File: src/octagon_gate_stick_mapper_defines.svh
// ----------------------------------------------------------------------------
// Octagon gate stick mapper - assertion macros
// Shared check macros, clocked on clk and disabled while rst_n is low.
// ----------------------------------------------------------------------------
`ifndef OCTAGON_GATE_STICK_MAPPER_DEFINES_SVH
`define OCTAGON_GATE_STICK_MAPPER_DEFINES_SVH

// same-cycle implication
`define OGSM_ASSERT_IMPL(name, ante, cons) \
    name: assert property (@(posedge clk) disable iff (!rst_n) (ante) |-> cons) \
        else $error("ogsm check failed");

// next-cycle implication
`define OGSM_ASSERT_NEXT(name, ante, cons) \
    name: assert property (@(posedge clk) disable iff (!rst_n) (ante) |=> cons) \
        else $error("ogsm check failed");

`endif

File: src/ogsm_pkg.sv
// ----------------------------------------------------------------------------
// Octagon gate stick mapper - package
// Fixed-point constants, register indexes and pipeline side-band types.
// ----------------------------------------------------------------------------
package ogsm_pkg;

    // register indexes
    localparam logic CFG_MAX_CARDINAL = 1'b0;
    localparam logic CFG_MAX_RADIUS   = 1'b1;

    localparam logic [7:0]  CARD_LIMIT   = 8'd85;
    localparam logic [15:0] RADIUS_FLOOR = 16'd24981;   // 97.58 in Q8.8
    localparam logic [15:0] SCALE_ONE    = 16'd32768;   // 1.0 in Q1.15
    localparam logic [13:0] SLOPE_Q16    = 14'd15197;   // 16/69 in Q0.16
    localparam logic [15:0] EDGE_Q8      = 16'd21760;   // 85.0 in Q8.8
    localparam logic [15:0] EDGE2_Q8     = 16'd43520;   // twice the edge

    // quotient bits of the clamp divider (result never exceeds 21760)
    localparam int QUOT_W = 15;

    // accept edge to result strobe
    localparam int PIPE_LATENCY = 23;

    typedef struct packed {
        logic xneg;
        logic yneg;
        logic xzero;
        logic yzero;
        logic xmajor;
    } flags_t;

    typedef struct packed {
        flags_t      flags;
        logic        clamp;
        logic [15:0] hi;
        logic [15:0] lo;
    } side_t;

endpackage

File: src/octagon_gate_stick_mapper.sv
// ----------------------------------------------------------------------------
// Octagon gate stick mapper - top level
// Maps a signed stick sample onto an octagonal gate of extent 85.
//
//   channel   ports                          transfer
//   input     start, busy, x_in, y_in        start high, busy low
//   result    done, x_out, y_out             done high, one cycle
//   config    cfg_we, cfg_index, cfg_data    cfg_we high
//
// One sample per cycle while busy is low; done follows the accepting edge
// through the front stages, the 15-stage clamp divider and the back stages.
// A register write holds busy high while the bit-serial scale divider runs
// both quotients, one after the other.
// Reset loads both registers with their floors and a scale of 1.0.
// The receiver cannot stall; results leave on the cycle they are ready.
// ----------------------------------------------------------------------------
`include "octagon_gate_stick_mapper_defines.svh"

module octagon_gate_stick_mapper (
    input  logic              clk,
    input  logic              rst_n,
    input  logic              start,
    output logic              busy,
    input  logic signed [7:0] x_in,
    input  logic signed [7:0] y_in,
    output logic              done,
    output logic signed [7:0] x_out,
    output logic signed [7:0] y_out,
    input  logic              cfg_we,
    input  logic              cfg_index,
    input  logic [15:0]       cfg_data
);
    import ogsm_pkg::*;

    logic              accept;
    logic [15:0]       scale;
    logic              fr_valid;
    logic [30:0]       fr_num;
    logic [16:0]       fr_den;
    side_t             fr_side;
    logic              dv_valid;
    logic [QUOT_W-1:0] dv_quot;
    side_t             dv_side;

    assign accept = start && !busy;

    ogsm_scale_unit u_scale (
        .clk       (clk),
        .rst_n     (rst_n),
        .cfg_we    (cfg_we),
        .cfg_index (cfg_index),
        .cfg_data  (cfg_data),
        .scale     (scale),
        .busy      (busy)
    );

    ogsm_front u_front (
        .clk       (clk),
        .rst_n     (rst_n),
        .in_valid  (accept),
        .x_in      (x_in),
        .y_in      (y_in),
        .scale     (scale),
        .out_valid (fr_valid),
        .num       (fr_num),
        .den       (fr_den),
        .side      (fr_side)
    );

    ogsm_div_pipe u_div (
        .clk       (clk),
        .rst_n     (rst_n),
        .in_valid  (fr_valid),
        .num       (fr_num),
        .den       (fr_den),
        .in_side   (fr_side),
        .out_valid (dv_valid),
        .quot      (dv_quot),
        .out_side  (dv_side)
    );

    ogsm_back u_back (
        .clk      (clk),
        .rst_n    (rst_n),
        .in_valid (dv_valid),
        .quot     (dv_quot),
        .side     (dv_side),
        .done     (done),
        .x_out    (x_out),
        .y_out    (y_out)
    );

    `OGSM_ASSERT_IMPL(a_x_range, done, (x_out >= -8'sd85 && x_out <= 8'sd85))
    `OGSM_ASSERT_IMPL(a_y_range, done, (y_out >= -8'sd85 && y_out <= 8'sd85))
    `OGSM_ASSERT_IMPL(a_x_zero, accept && x_in == 8'sd0, ##PIPE_LATENCY (done && x_out == 8'sd0))

endmodule

File: src/ogsm_scale_unit.sv
// ----------------------------------------------------------------------------
// Octagon gate stick mapper - scale unit
// Holds the two registers and derives the Q1.15 scale with a bit-serial
// divider, one quotient bit per cycle, whenever a register is written.
// ----------------------------------------------------------------------------
`include "octagon_gate_stick_mapper_defines.svh"

module ogsm_scale_unit (
    input  logic        clk,
    input  logic        rst_n,
    input  logic        cfg_we,
    input  logic        cfg_index,
    input  logic [15:0] cfg_data,
    output logic [15:0] scale,
    output logic        busy
);
    import ogsm_pkg::*;

    localparam logic [1:0] ST_IDLE  = 2'd0;
    localparam logic [1:0] ST_LOAD  = 2'd1;
    localparam logic [1:0] ST_DIV_C = 2'd2;
    localparam logic [1:0] ST_DIV_R = 2'd3;

    localparam logic [4:0] LAST_STEP = 5'd29;

    logic [7:0]  card_reg, card_next;
    logic [15:0] rad_reg, rad_next;
    logic [15:0] scale_reg, scale_next;
    logic [1:0]  state_reg, state_next;
    logic [4:0]  cnt_reg, cnt_next;
    logic [15:0] rem_reg, rem_next;
    logic [29:0] numq_reg, numq_next;
    logic [15:0] den_reg, den_next;
    logic [15:0] sc_reg, sc_next;

    logic [7:0]  card_eff;
    logic [15:0] rad_eff;
    logic [29:0] num_card;
    logic [29:0] num_rad;
    logic [16:0] trial;
    logic        ge;
    logic [16:0] diff;
    logic [15:0] step_rem;
    logic [29:0] step_q;

    assign card_eff = (card_reg < CARD_LIMIT) ? CARD_LIMIT : card_reg;
    assign rad_eff  = (rad_reg < RADIUS_FLOOR) ? RADIUS_FLOOR : rad_reg;

    // round to nearest: add half the divisor
    assign num_card = 30'({CARD_LIMIT, 15'b0}) + 30'(card_eff[7:1]);
    assign num_rad  = 30'({RADIUS_FLOOR, 15'b0}) + 30'(rad_eff[15:1]);

    // restoring step; quotient bits shift in from the bottom
    assign trial    = {rem_reg, numq_reg[29]};
    assign ge       = trial >= {1'b0, den_reg};
    assign diff     = trial - {1'b0, den_reg};
    assign step_rem = ge ? diff[15:0] : trial[15:0];
    assign step_q   = {numq_reg[28:0], ge};

    always_comb
    begin
        card_next  = card_reg;
        rad_next   = rad_reg;
        scale_next = scale_reg;
        state_next = state_reg;
        cnt_next   = cnt_reg;
        rem_next   = rem_reg;
        numq_next  = numq_reg;
        den_next   = den_reg;
        sc_next    = sc_reg;
        if (cfg_we)
        begin
            case (cfg_index)
                CFG_MAX_CARDINAL: card_next = cfg_data[7:0];
                CFG_MAX_RADIUS:   rad_next  = cfg_data;
                default: ;
            endcase
            state_next = ST_LOAD;
        end
        else
        begin
            case (state_reg)
                ST_LOAD:
                begin
                    rem_next   = 16'd0;
                    numq_next  = num_card;
                    den_next   = {8'd0, card_eff};
                    cnt_next   = 5'd0;
                    state_next = ST_DIV_C;
                end
                ST_DIV_C, ST_DIV_R:
                begin
                    rem_next  = step_rem;
                    numq_next = step_q;
                    cnt_next  = cnt_reg + 5'd1;
                    if (cnt_reg == LAST_STEP)
                    begin
                        cnt_next = 5'd0;
                        if (state_reg == ST_DIV_C)
                        begin
                            sc_next    = step_q[15:0];
                            rem_next   = 16'd0;
                            numq_next  = num_rad;
                            den_next   = rad_eff;
                            state_next = ST_DIV_R;
                        end
                        else
                        begin
                            scale_next = (sc_reg > step_q[15:0]) ? sc_reg : step_q[15:0];
                            state_next = ST_IDLE;
                        end
                    end
                end
                default: ;
            endcase
        end
    end

    always_ff @(posedge clk or negedge rst_n)
    begin
        if (!rst_n)
        begin
            card_reg  <= CARD_LIMIT;
            rad_reg   <= RADIUS_FLOOR;
            scale_reg <= SCALE_ONE;
            state_reg <= ST_IDLE;
            cnt_reg   <= 5'd0;
        end
        else
        begin
            card_reg  <= card_next;
            rad_reg   <= rad_next;
            scale_reg <= scale_next;
            state_reg <= state_next;
            cnt_reg   <= cnt_next;
        end
    end

    always_ff @(posedge clk)
    begin
        rem_reg  <= rem_next;
        numq_reg <= numq_next;
        den_reg  <= den_next;
        sc_reg   <= sc_next;
    end

    assign scale = scale_reg;
    assign busy  = state_reg != ST_IDLE;

    `OGSM_ASSERT_NEXT(a_cfg_busy, cfg_we, busy)
    `OGSM_ASSERT_IMPL(a_scale_range, 1'b1, (scale_reg <= SCALE_ONE && scale_reg != 16'd0))
    `OGSM_ASSERT_IMPL(a_idle_cnt, state_reg == ST_IDLE, (cnt_reg == 5'd0))

endmodule

File: src/ogsm_front.sv
// ----------------------------------------------------------------------------
// Octagon gate stick mapper - front pipeline
// Folds, scales and orders the sample, forms the gate edge sum and sets up
// the clamp division operands. Six register stages.
// ----------------------------------------------------------------------------
module ogsm_front (
    input  logic                clk,
    input  logic                rst_n,
    input  logic                in_valid,
    input  logic signed [7:0]   x_in,
    input  logic signed [7:0]   y_in,
    input  logic [15:0]         scale,
    output logic                out_valid,
    output logic [30:0]         num,
    output logic [16:0]         den,
    output ogsm_pkg::side_t     side
);
    import ogsm_pkg::*;

    logic [5:0] v_reg;

    // stage 0: magnitudes
    logic [7:0] xu, yu, ax_c, ay_c;
    logic [7:0] ax_reg, ay_reg;
    flags_t     f0_reg;
    // stage 1: scaled Q8.8
    logic [23:0] px, py, rx, ry;
    logic [15:0] sx_reg, sy_reg;
    flags_t      f1_reg;
    // stage 2: ordered
    logic [15:0] hi2_reg, lo2_reg;
    flags_t      f2_reg;
    // stage 3: slope product
    logic [29:0] pt, rt;
    logic [12:0] t3_reg;
    logic [15:0] hi3_reg, lo3_reg;
    flags_t      f3_reg;
    // stage 4: edge sum
    logic [16:0] bsum;
    logic [15:0] b4_reg, hi4_reg, lo4_reg;
    logic        clamp4_reg;
    flags_t      f4_reg;
    // stage 5: division operands
    logic [30:0] num_c;
    logic [30:0] num_reg;
    logic [16:0] den_reg;
    side_t       side_reg;

    assign xu   = x_in;
    assign yu   = y_in;
    // -128 folds to 128, which fits unsigned
    assign ax_c = xu[7] ? (~xu + 8'd1) : xu;
    assign ay_c = yu[7] ? (~yu + 8'd1) : yu;

    assign px = {16'd0, ax_reg} * {8'd0, scale};
    assign py = {16'd0, ay_reg} * {8'd0, scale};
    assign rx = px + 24'd64;
    assign ry = py + 24'd64;

    assign pt = {14'd0, lo2_reg} * {16'd0, SLOPE_Q16};
    assign rt = pt + 30'd32768;

    assign bsum = {1'b0, hi3_reg} + {4'd0, t3_reg};

    assign num_c = {15'd0, lo4_reg} * {15'd0, EDGE2_Q8} + {15'd0, b4_reg};

    always_ff @(posedge clk or negedge rst_n)
    begin
        if (!rst_n)
            v_reg <= '0;
        else
            v_reg <= {v_reg[4:0], in_valid};
    end

    always_ff @(posedge clk)
    begin
        ax_reg        <= ax_c;
        ay_reg        <= ay_c;
        f0_reg.xneg   <= xu[7];
        f0_reg.yneg   <= yu[7];
        f0_reg.xzero  <= xu == 8'd0;
        f0_reg.yzero  <= yu == 8'd0;
        f0_reg.xmajor <= ax_c > ay_c;

        sx_reg <= rx[22:7];
        sy_reg <= ry[22:7];
        f1_reg <= f0_reg;

        hi2_reg <= (sx_reg > sy_reg) ? sx_reg : sy_reg;
        lo2_reg <= (sx_reg < sy_reg) ? sx_reg : sy_reg;
        f2_reg  <= f1_reg;

        t3_reg  <= rt[28:16];
        hi3_reg <= hi2_reg;
        lo3_reg <= lo2_reg;
        f3_reg  <= f2_reg;

        b4_reg     <= bsum[15:0];
        clamp4_reg <= bsum[15:0] > EDGE_Q8;
        hi4_reg    <= hi3_reg;
        lo4_reg    <= lo3_reg;
        f4_reg     <= f3_reg;

        num_reg        <= num_c;
        den_reg        <= {b4_reg, 1'b0};
        side_reg.flags <= f4_reg;
        side_reg.clamp <= clamp4_reg;
        side_reg.hi    <= hi4_reg;
        side_reg.lo    <= lo4_reg;
    end

    assign out_valid = v_reg[5];
    assign num       = num_reg;
    assign den       = den_reg;
    assign side      = side_reg;

endmodule

File: src/ogsm_div_pipe.sv
// ----------------------------------------------------------------------------
// Octagon gate stick mapper - clamp divider
// Pipelined restoring divider, one quotient bit per stage. The quotient is
// known to fit QUOT_W bits, so the top numerator bits seed the remainder.
// ----------------------------------------------------------------------------
module ogsm_div_pipe (
    input  logic                    clk,
    input  logic                    rst_n,
    input  logic                    in_valid,
    input  logic [30:0]             num,
    input  logic [16:0]             den,
    input  ogsm_pkg::side_t         in_side,
    output logic                    out_valid,
    output logic [ogsm_pkg::QUOT_W-1:0] quot,
    output ogsm_pkg::side_t         out_side
);
    import ogsm_pkg::*;

    logic [QUOT_W-1:0] v_reg;
    logic [16:0]       rem_reg  [QUOT_W];
    logic [QUOT_W-1:0] bits_reg [QUOT_W];
    logic [16:0]       den_reg  [QUOT_W];
    side_t             side_reg [QUOT_W];

    logic [16:0]       rem_i    [QUOT_W];
    logic [QUOT_W-1:0] bits_i   [QUOT_W];
    logic [16:0]       den_i    [QUOT_W];
    side_t             side_i   [QUOT_W];

    always_ff @(posedge clk or negedge rst_n)
    begin
        if (!rst_n)
            v_reg <= '0;
        else
            v_reg <= {v_reg[QUOT_W-2:0], in_valid};
    end

    for (genvar k = 0; k < QUOT_W; k++)
    begin : g_stage
        logic [17:0] trial;
        logic [17:0] diff;
        logic        ge;

        if (k == 0)
        begin : g_first
            assign rem_i[k]  = {1'b0, num[30:QUOT_W]};
            assign bits_i[k] = num[QUOT_W-1:0];
            assign den_i[k]  = den;
            assign side_i[k] = in_side;
        end
        else
        begin : g_next
            assign rem_i[k]  = rem_reg[k-1];
            assign bits_i[k] = bits_reg[k-1];
            assign den_i[k]  = den_reg[k-1];
            assign side_i[k] = side_reg[k-1];
        end

        assign trial = {rem_i[k], bits_i[k][QUOT_W-1]};
        assign ge    = trial >= {1'b0, den_i[k]};
        assign diff  = trial - {1'b0, den_i[k]};

        always_ff @(posedge clk)
        begin
            rem_reg[k]  <= ge ? diff[16:0] : trial[16:0];
            bits_reg[k] <= {bits_i[k][QUOT_W-2:0], ge};
            den_reg[k]  <= den_i[k];
            side_reg[k] <= side_i[k];
        end
    end

    assign out_valid = v_reg[QUOT_W-1];
    assign quot      = bits_reg[QUOT_W-1];
    assign out_side  = side_reg[QUOT_W-1];

endmodule

File: src/ogsm_back.sv
// ----------------------------------------------------------------------------
// Octagon gate stick mapper - back end
// Rebuilds the major coordinate on the gate edge for clamped samples, rounds
// half to even and restores octant and quadrant. Two register stages.
// ----------------------------------------------------------------------------
module ogsm_back (
    input  logic                        clk,
    input  logic                        rst_n,
    input  logic                        in_valid,
    input  logic [ogsm_pkg::QUOT_W-1:0] quot,
    input  ogsm_pkg::side_t             side,
    output logic                        done,
    output logic signed [7:0]           x_out,
    output logic signed [7:0]           y_out
);
    import ogsm_pkg::*;

    function automatic logic [7:0] round_even(input logic [15:0] v);
        logic up;
        up = (v[7:0] > 8'd128) || (v[7:0] == 8'd128 && v[8]);
        return v[15:8] + {7'd0, up};
    endfunction

    logic [1:0]        v_reg;
    logic [28:0]       ps, rs;
    logic [12:0]       s_reg;
    logic [QUOT_W-1:0] q_reg;
    side_t             side_reg;

    logic [15:0] hi_f, lo_f;
    logic [7:0]  rhi, rlo, ox, oy, sx, sy;
    logic signed [7:0] x_out_reg, y_out_reg;

    assign ps = {14'd0, quot} * {15'd0, SLOPE_Q16};
    assign rs = ps + 29'd32768;

    always_ff @(posedge clk or negedge rst_n)
    begin
        if (!rst_n)
            v_reg <= 2'b00;
        else
            v_reg <= {v_reg[0], in_valid};
    end

    always_comb
    begin
        hi_f = side_reg.clamp ? (EDGE_Q8 - {3'd0, s_reg}) : side_reg.hi;
        lo_f = side_reg.clamp ? {{(16-QUOT_W){1'b0}}, q_reg} : side_reg.lo;
        rhi  = round_even(hi_f);
        rlo  = round_even(lo_f);
        ox   = side_reg.flags.xmajor ? rhi : rlo;
        oy   = side_reg.flags.xmajor ? rlo : rhi;
        if (side_reg.flags.xzero)
            ox = 8'd0;
        if (side_reg.flags.yzero)
            oy = 8'd0;
        sx = side_reg.flags.xneg ? (~ox + 8'd1) : ox;
        sy = side_reg.flags.yneg ? (~oy + 8'd1) : oy;
    end

    always_ff @(posedge clk)
    begin
        s_reg     <= rs[28:16];
        q_reg     <= quot;
        side_reg  <= side;
        x_out_reg <= sx;
        y_out_reg <= sy;
    end

    assign done  = v_reg[1];
    assign x_out = x_out_reg;
    assign y_out = y_out_reg;

endmodule
File: config.mk
export PLATFORM = sky130hd
export DESIGN_NAME = octagon_gate_stick_mapper
export DESIGN_NICKNAME = d
export VERILOG_FILES = /design/src/ogsm_pkg.sv /design/src/octagon_gate_stick_mapper.sv /design/src/ogsm_scale_unit.sv /design/src/ogsm_front.sv /design/src/ogsm_div_pipe.sv /design/src/ogsm_back.sv
export VERILOG_INCLUDE_DIRS = /design/src /design/src/src
export SDC_FILE = /design/constraint.sdc
export NUM_CORES = 2
export LEC_CHECK = 0
export BUFFER_PORTS_ARGS = -buffer_cell sky130_fd_sc_hd__buf_4
export CORE_MARGIN = 8
export CORE_UTILIZATION = 60
export CTS_BUF_LIST = sky130_fd_sc_hd__clkbuf_4 sky130_fd_sc_hd__clkbuf_8
export CTS_CLUSTER_DIAMETER = 200
export DETAILED_ROUTE_END_ITERATION = 7
export HOLD_SLACK_MARGIN = 0.03
export PLACE_DENSITY_LB_ADDON = 0.15
export SLEW_MARGIN = 25
export SYNTH_ARGS = -nofsm -noshare
export SYNTH_HDL_FRONTEND = slang
export SYNTH_HIERARCHICAL = 1
export SYNTH_SLANG_ARGS = --single-unit
File: constraint.sdc
create_clock -name clk -period 5.6 [get_ports clk]
set_clock_uncertainty 0.05 [all_clocks]
set_input_delay 0.28 -clock clk [delete_from_list [all_inputs] [get_ports clk]]
set_output_delay 0.28 -clock clk [all_outputs]
set_load 0.01 [all_outputs]
## Word level (Yosys, flattened, before mapping)

Memories as Yosys holds them, arrays and structs flattened. A register that Yosys moved wholly into a read port is not among the register bits.
Index checks and enable logic that the tools add are counted.

- $add $sub $neg: 32
- Multiplexer cells: 46
- $lt $le $gt $ge: 25
- Bitwise logic cells: 7
- Equal/unequal tests: 9
- Reduce and logical (&&, ||, !) cells: 19
- Multipliers: 5

Operators with widths:

| operator | number |
|---|---|
| 2-to-1 mux 17 bit | 15 |
| subtractor 17 bit | 15 |
| >= comparator 18 x 17 -> 1 bit | 14 |
| 2-to-1 mux 16 bit | 11 |
| 2-to-1 mux 8 bit | 9 |
| case mux 16 bit (2 select lines) | 2 |
| 2-to-1 mux 30 bit | 2 |
| case mux 30 bit (2 select lines) | 1 |
| adder 29 x 16 -> 29 bit, second input constant | 2 |
| adder 23 x 7 -> 23 bit, second input constant | 2 |
| multiplier 8 x 16 -> 23 bit | 2 |
| adder 8 x 1 -> 8 bit, second input constant | 4 |
| greater-than comparator 16 bit | 2 |
| inverter 8 bit | 4 |
| adder 31 x 16 -> 31 bit | 1 |
| adder 29 x 16 -> 30 bit, first input constant | 1 |
| multiplier 15 x 14 -> 29 bit, second input constant | 1 |
| multiplier 16 x 14 -> 29 bit, second input constant | 1 |
| adder 22 x 7 -> 23 bit, first input constant | 1 |
| multiplier 16 x 7 -> 22 bit, second input constant | 1 |
| >= comparator 17 x 16 -> 1 bit | 1 |
| >= comparator 17 bit | 1 |
| adder 16 x 13 -> 16 bit | 1 |
| adder 8 x 1 -> 8 bit | 2 |
| other kinds (29) | 47 |

- Input bits: 37
- Bits in registers: 476
- Bits in writable memories: 1,305
- Memories kept: 4

Memories:

| memory | words | bits a word | rd ports | clocked after memory_dff | write ports | RTL line | source |
|---|---|---|---|---|---|---|---|
| u_div.side_reg | 15 | 38 | 15 | 1 | 15 | ogsm_div_pipe.sv:23 | `side_t side_reg [QUOT_W];` |
| u_div.den_reg | 15 | 17 | 14 | 0 | 15 | ogsm_div_pipe.sv:22 | `logic [16:0] den_reg [QUOT_W];` |
| u_div.rem_reg | 15 | 17 | 14 | 0 | 15 | ogsm_div_pipe.sv:20 | `logic [16:0] rem_reg [QUOT_W];` |
| u_div.bits_reg | 15 | 15 | 15 | 0 | 15 | ogsm_div_pipe.sv:21 | `logic [QUOT_W-1:0] bits_reg [QUOT_W];` |

## Depth between registers and ports, before layout

- Depth in word-level cells: 11
- Depth in mapped cells: 22
- Depth with buffers taken out: 22

## Cells and area by module

The synthesis kept the hierarchy.

By module, submodules not included:

| module | cells an instance | instances | area each (sq um) |
|---|---|---|---|
| ogsm_div_pipe | 3,437 | 1 | 40,362.5 |
| ogsm_front | 2,136 | 1 | 22,021.1 |
| ogsm_back | 683 | 1 | 7,129.3 |
| ogsm_scale_unit | 611 | 1 | 6,581.3 |
| octagon_gate_stick_mapper | 1 | 1 | 13.8 |

## Least setup slack after synthesis

OpenSTA, ideal clock, no wires.

- Path kind: register to register
- Start: register u_front.lo2_reg[3]
- End: register u_front.t3_reg[11]
- Arrival time: 5.582 ns
- Library setup time: 0.072 ns
- Data required time: 5.478 ns
- Path slack: -0.104 ns
- Stages on the path, launching flop included: 17
- Period minus slack after synthesis: 5.704 ns
- Cells stage by stage: dfxtp_1 inv_1 fa_1 fa_1 inv_1 fa_1 fa_1 fa_1 fa_1 ha_1 a2111oi_0 a21boi_0 a2111oi_0 nor4_1 o21bai_1 a21oi_1 xnor2_1

- Longest elaborated chain between the ends: 2

Ends and longest elaborated chain:

| item | RTL line | source |
|---|---|---|
| start: declaration | ogsm_front.sv:31 | `logic [15:0] hi2_reg, lo2_reg;` |
| start signal: assignment | ogsm_front.sv:90 | `lo2_reg <= (sx_reg < sy_reg) ? sx_reg : sy_reg;` |
| multiplier 16 x 14 -> 29 bit | ogsm_front.sv:60 | `assign pt = {14'd0, lo2_reg} * {16'd0, SLOPE_Q16};` |
| adder 29 x 16 -> 29 bit | ogsm_front.sv:61 | `assign rt = pt + 30'd32768;` |
| named net u_front.rt[27] | ogsm_front.sv:34 | `logic [29:0] pt, rt;` |
| end signal: assignment | ogsm_front.sv:93 | `t3_reg <= rt[28:16];` |
| end: declaration | ogsm_front.sv:35 | `logic [12:0] t3_reg;` |

The timed path passes the listed nets, and every way through them passes these cells.
A chain may end at the register's enable or synchronous reset.

==> impl_metrics.toml <==
[sta]
min_period_ns = 5.46
tightest_slew_ns = 1.04
fmax_ghz = 0.183
slew-limit-headroom_pct = 30.2
period_share_pct = 97.5
setup-tns-final_ns = 0
finalSetupViolCount = 0
drv_slew = 0
hold_violations = 0
hold_ws_ns = 0.178

[global_route]
grt_max_degree = 59
grt_pass1_wl_um = 243000
grt_pass1_vias = 49100
grt-ovfl-total = 0
antenna_found_initial = 7
grt_usage_pct = 21.6

[layout]
final_cell_count_no_fill = 9133
largest_reg_flops = 570
final_util_pct = 68.4
fin_nets = 8430
drive_gt1_share_pct = 12.7
syn_to_final_growth_pct = 13.0

[logic_synthesis]
yosys.area_share.simple_pct = 8.89
synth_ff_type = "dfxtp_1"
ys_types = 107
synth-compound-area-share_pct = 9.38
ys_warn_count = 6
yosys.area.top_type = "dfxtp_1"
synthCells = 6868
avgSynthCellArea_um2 = 11.1
synth.area.mux_share_pct = 2.52
synth_xor_area_share_pct = 3.88
synth_edf_count = 78
syn_area_um2 = 76100
yosys.cell_count.top_type = "dfxtp_1"
synthTopCellsByCount = "1628 x dfxtp_1, 909 x inv_1, 722 x ha_1, 379 x fa_1, 329 x nor2_1"
synthAdderAreaFrac_pct = 21.8
synth_top_family_by_area = "adder cells"
async_flop_share_pct = 3.94
synth-seq-cells = 1776
ys_seq_area_share_pct = 48.2
synth_top_area_share_pct = 42.8
synth_fp_nets = 8006
netlist_top_cells_area = "dfxtp_1 43%, ha_1 12%, fa_1 10%, inv_1 4.5%, edfxtp_1 3.1%"

[hold_path]
hold_class = "in -> reg"
hold_depth = 3
hold_start = "cfg_we"
whs_endpoint = "u_scale/state_reg[0]"

[drt]
initialDrtViolationCount = 2321
drtPass1Iterations = 7
via_count = 47900
ant_nets = 0
finalWirelength_um = 148000
vias_per_cell = 5.24
drcViolationCount = 0
post_drt_wl_per_cell_um = 16.2

[critical_path]
worstSetupPathType = "reg -> reg"
reg2reg_from = "u_div/bits_reg[1][93]"
crit_required_ns = 6.38
rr_worst_depth = 18
path_common_cell = "fa_1"
max_stage_delay_ns = 0.59
crit_path_start_kind = "flop"
cp_slowest_cell = "fa_1"
cp_cell_sequence = "fa_1 > inv_1 > fa_1 > fa_2 > fa_1 > inv_1 > fa_1 > ha_4 > ha_4 > nand4_1 > or3b_4 > buf_4 > a21oi_2 > o21a_1 > o21a_1 > nor4_2 > nor3_1 > xor2_1"
critPathCaptureType = "flop"
rr_endpoint = "u_back/s_reg[6]"
cp_data_arrival_time_ns = 6.24
reg2reg_slack_ns = 0.14
critPathMaxFanout = 4

[clocking]
numClockSinks = 1776
cts_tree = "yes"
cts.clk_slew.worst_paths_ns = 0.06
htree_num_levels = 5
clock_latency_ns = 0.96
numCtsBuffers = 292
cts_buffer_depth = 4
cts.root.buffer_cell = "clkbuf_8"

[floorplan]
die_w_um = 372
dieArea_um2 = 138000
fp.dieH_um = 372
fp-row-count = 130
ios = 55
start_util_pct = 60.5
core_area_um2 = 126000

[placement]
dp_hpwl_um = 111000
dpl.cell_count = 8567
gp_congestion = 0.906
io_buffers = 54

[run]
cap_viol_max_count = 0

[outcome]
status = "completed"
-- cell type report --
type,instances,area (um2)
clock buffer,431,5470
timing repair buffer,255,2130
multi-input combinational,4057,35600
sequential,1776,36700
inverter,910,3420
clock inverter,51,596
tap,1650,2060
antenna,3,7.51
fill,9349,39700
-- cell usage in the layout (no fill, tap or decap), drive strengths merged, types with 20 or more instances in the layout --
cell,netlist,routed
a21o,122,122
o21bai,29,29
clkbuf,85,431
dlygate4sd3,0,77
mux2,150,150
a211oi,50,50
mux2i,23,23
and2,202,202
o21ai,259,259
or3,37,37
xor2,127,127
dfxtp,1628,1628
nor3,70,70
edfxtp,78,78
or2,25,25
nand2b,57,57
nor2b,47,47
ha,722,722
o211ai,32,32
a21boi,20,20
nand2,325,325
a31oi,48,48
and3,29,29
buf,40,178
nand3,82,82
o31a,23,23
nor4,25,25
xnor2,209,209
nor2,329,329
dfrtp,58,58
nand4,42,42
o21a,70,70
o31ai,20,20
clkinv,1,32
inv,909,909
fa,379,379
a21oi,307,307
-- critical path: cells and delay by family, from the launching register on --
kind	cells	cell delay, ns
AND/OR/NAND/NOR	4	0.85
AO/OA/AOI/OAI	3	0.50
buffers and inverters	3	0.28
flip-flops	1	0.36
XOR/XNOR	1	0.16
adder cells (fa/ha/maj)	7	3.18
-- metrics by stage --
step	worst slack, ns	cell area [um2]
3_5_place_dp	-0.138	78900
6_report	0.141	86000
5_1_grt	-0.0583	86000
4_1_cts	0.000918	85800
2_1_floorplan	0.00389	76100
3_3_place_gp	-0.109	78900
-- logic make-up after synthesis --
logic type	Yosys count
buffers and inverters	1035
AO/OA/AOI/OAI	1106
multiplexers	173
AND/OR/NAND/NOR	1340
adder cells (fa/ha/maj)	1101
XOR/XNOR	336
other	1
flip-flops	1776
-- how the worst max path moves through the flow --
stage / startpoint / end / slack, ns / cells after the start
after floorplan: u_div/bits_reg[1][97] / u_back/s_reg[12] / 0.004 / 18
after global placement: u_front/lo2_reg[1] / u_front/t3_reg[9] / -0.11 / 19
after detailed placement: u_front/lo2_reg[9] / u_front/t3_reg[9] / -0.14 / 20
after CTS: u_div/bits_reg[1][98] / u_back/s_reg[12] / 0.0009 / 18
after global routing: u_div/bits_reg[1][99] / u_back/s_reg[6] / -0.06 / 18
final: u_div/bits_reg[1][93] / u_back/s_reg[6] / 0.14 / 18
-- per-layer routing --
| metal | routed length, um | part of all wire (%) | up-vias | global-route usage, % |
|---|---|---|---|---|
| met1 | 62100 | 42 | 22800 | 26.0 |
| met2 | 73900 | 50 | 976 | 38.1 |
| met5 | 0 | 0 | - | 0 |
| met3 | 5470 | 3.7 | 401 | 3.35 |
| li1 | - | - | 23700 | - |
| met4 | 6410 | 4.3 | 0 | 9.71 |
-- repair_timing --
action | in CTS | in global routing
setup endpoints to repair | 10 | 21
gates resized for setup | 7 | 59
hold endpoints to repair | 170 | 0
pin swaps | 2 | 34
hold buffers | 78 | 0
buffers inserted | 0 | 3
Power is not shown: default switching activity piles up to over one toggle a cycle in this logic, so the estimate is an artifact.
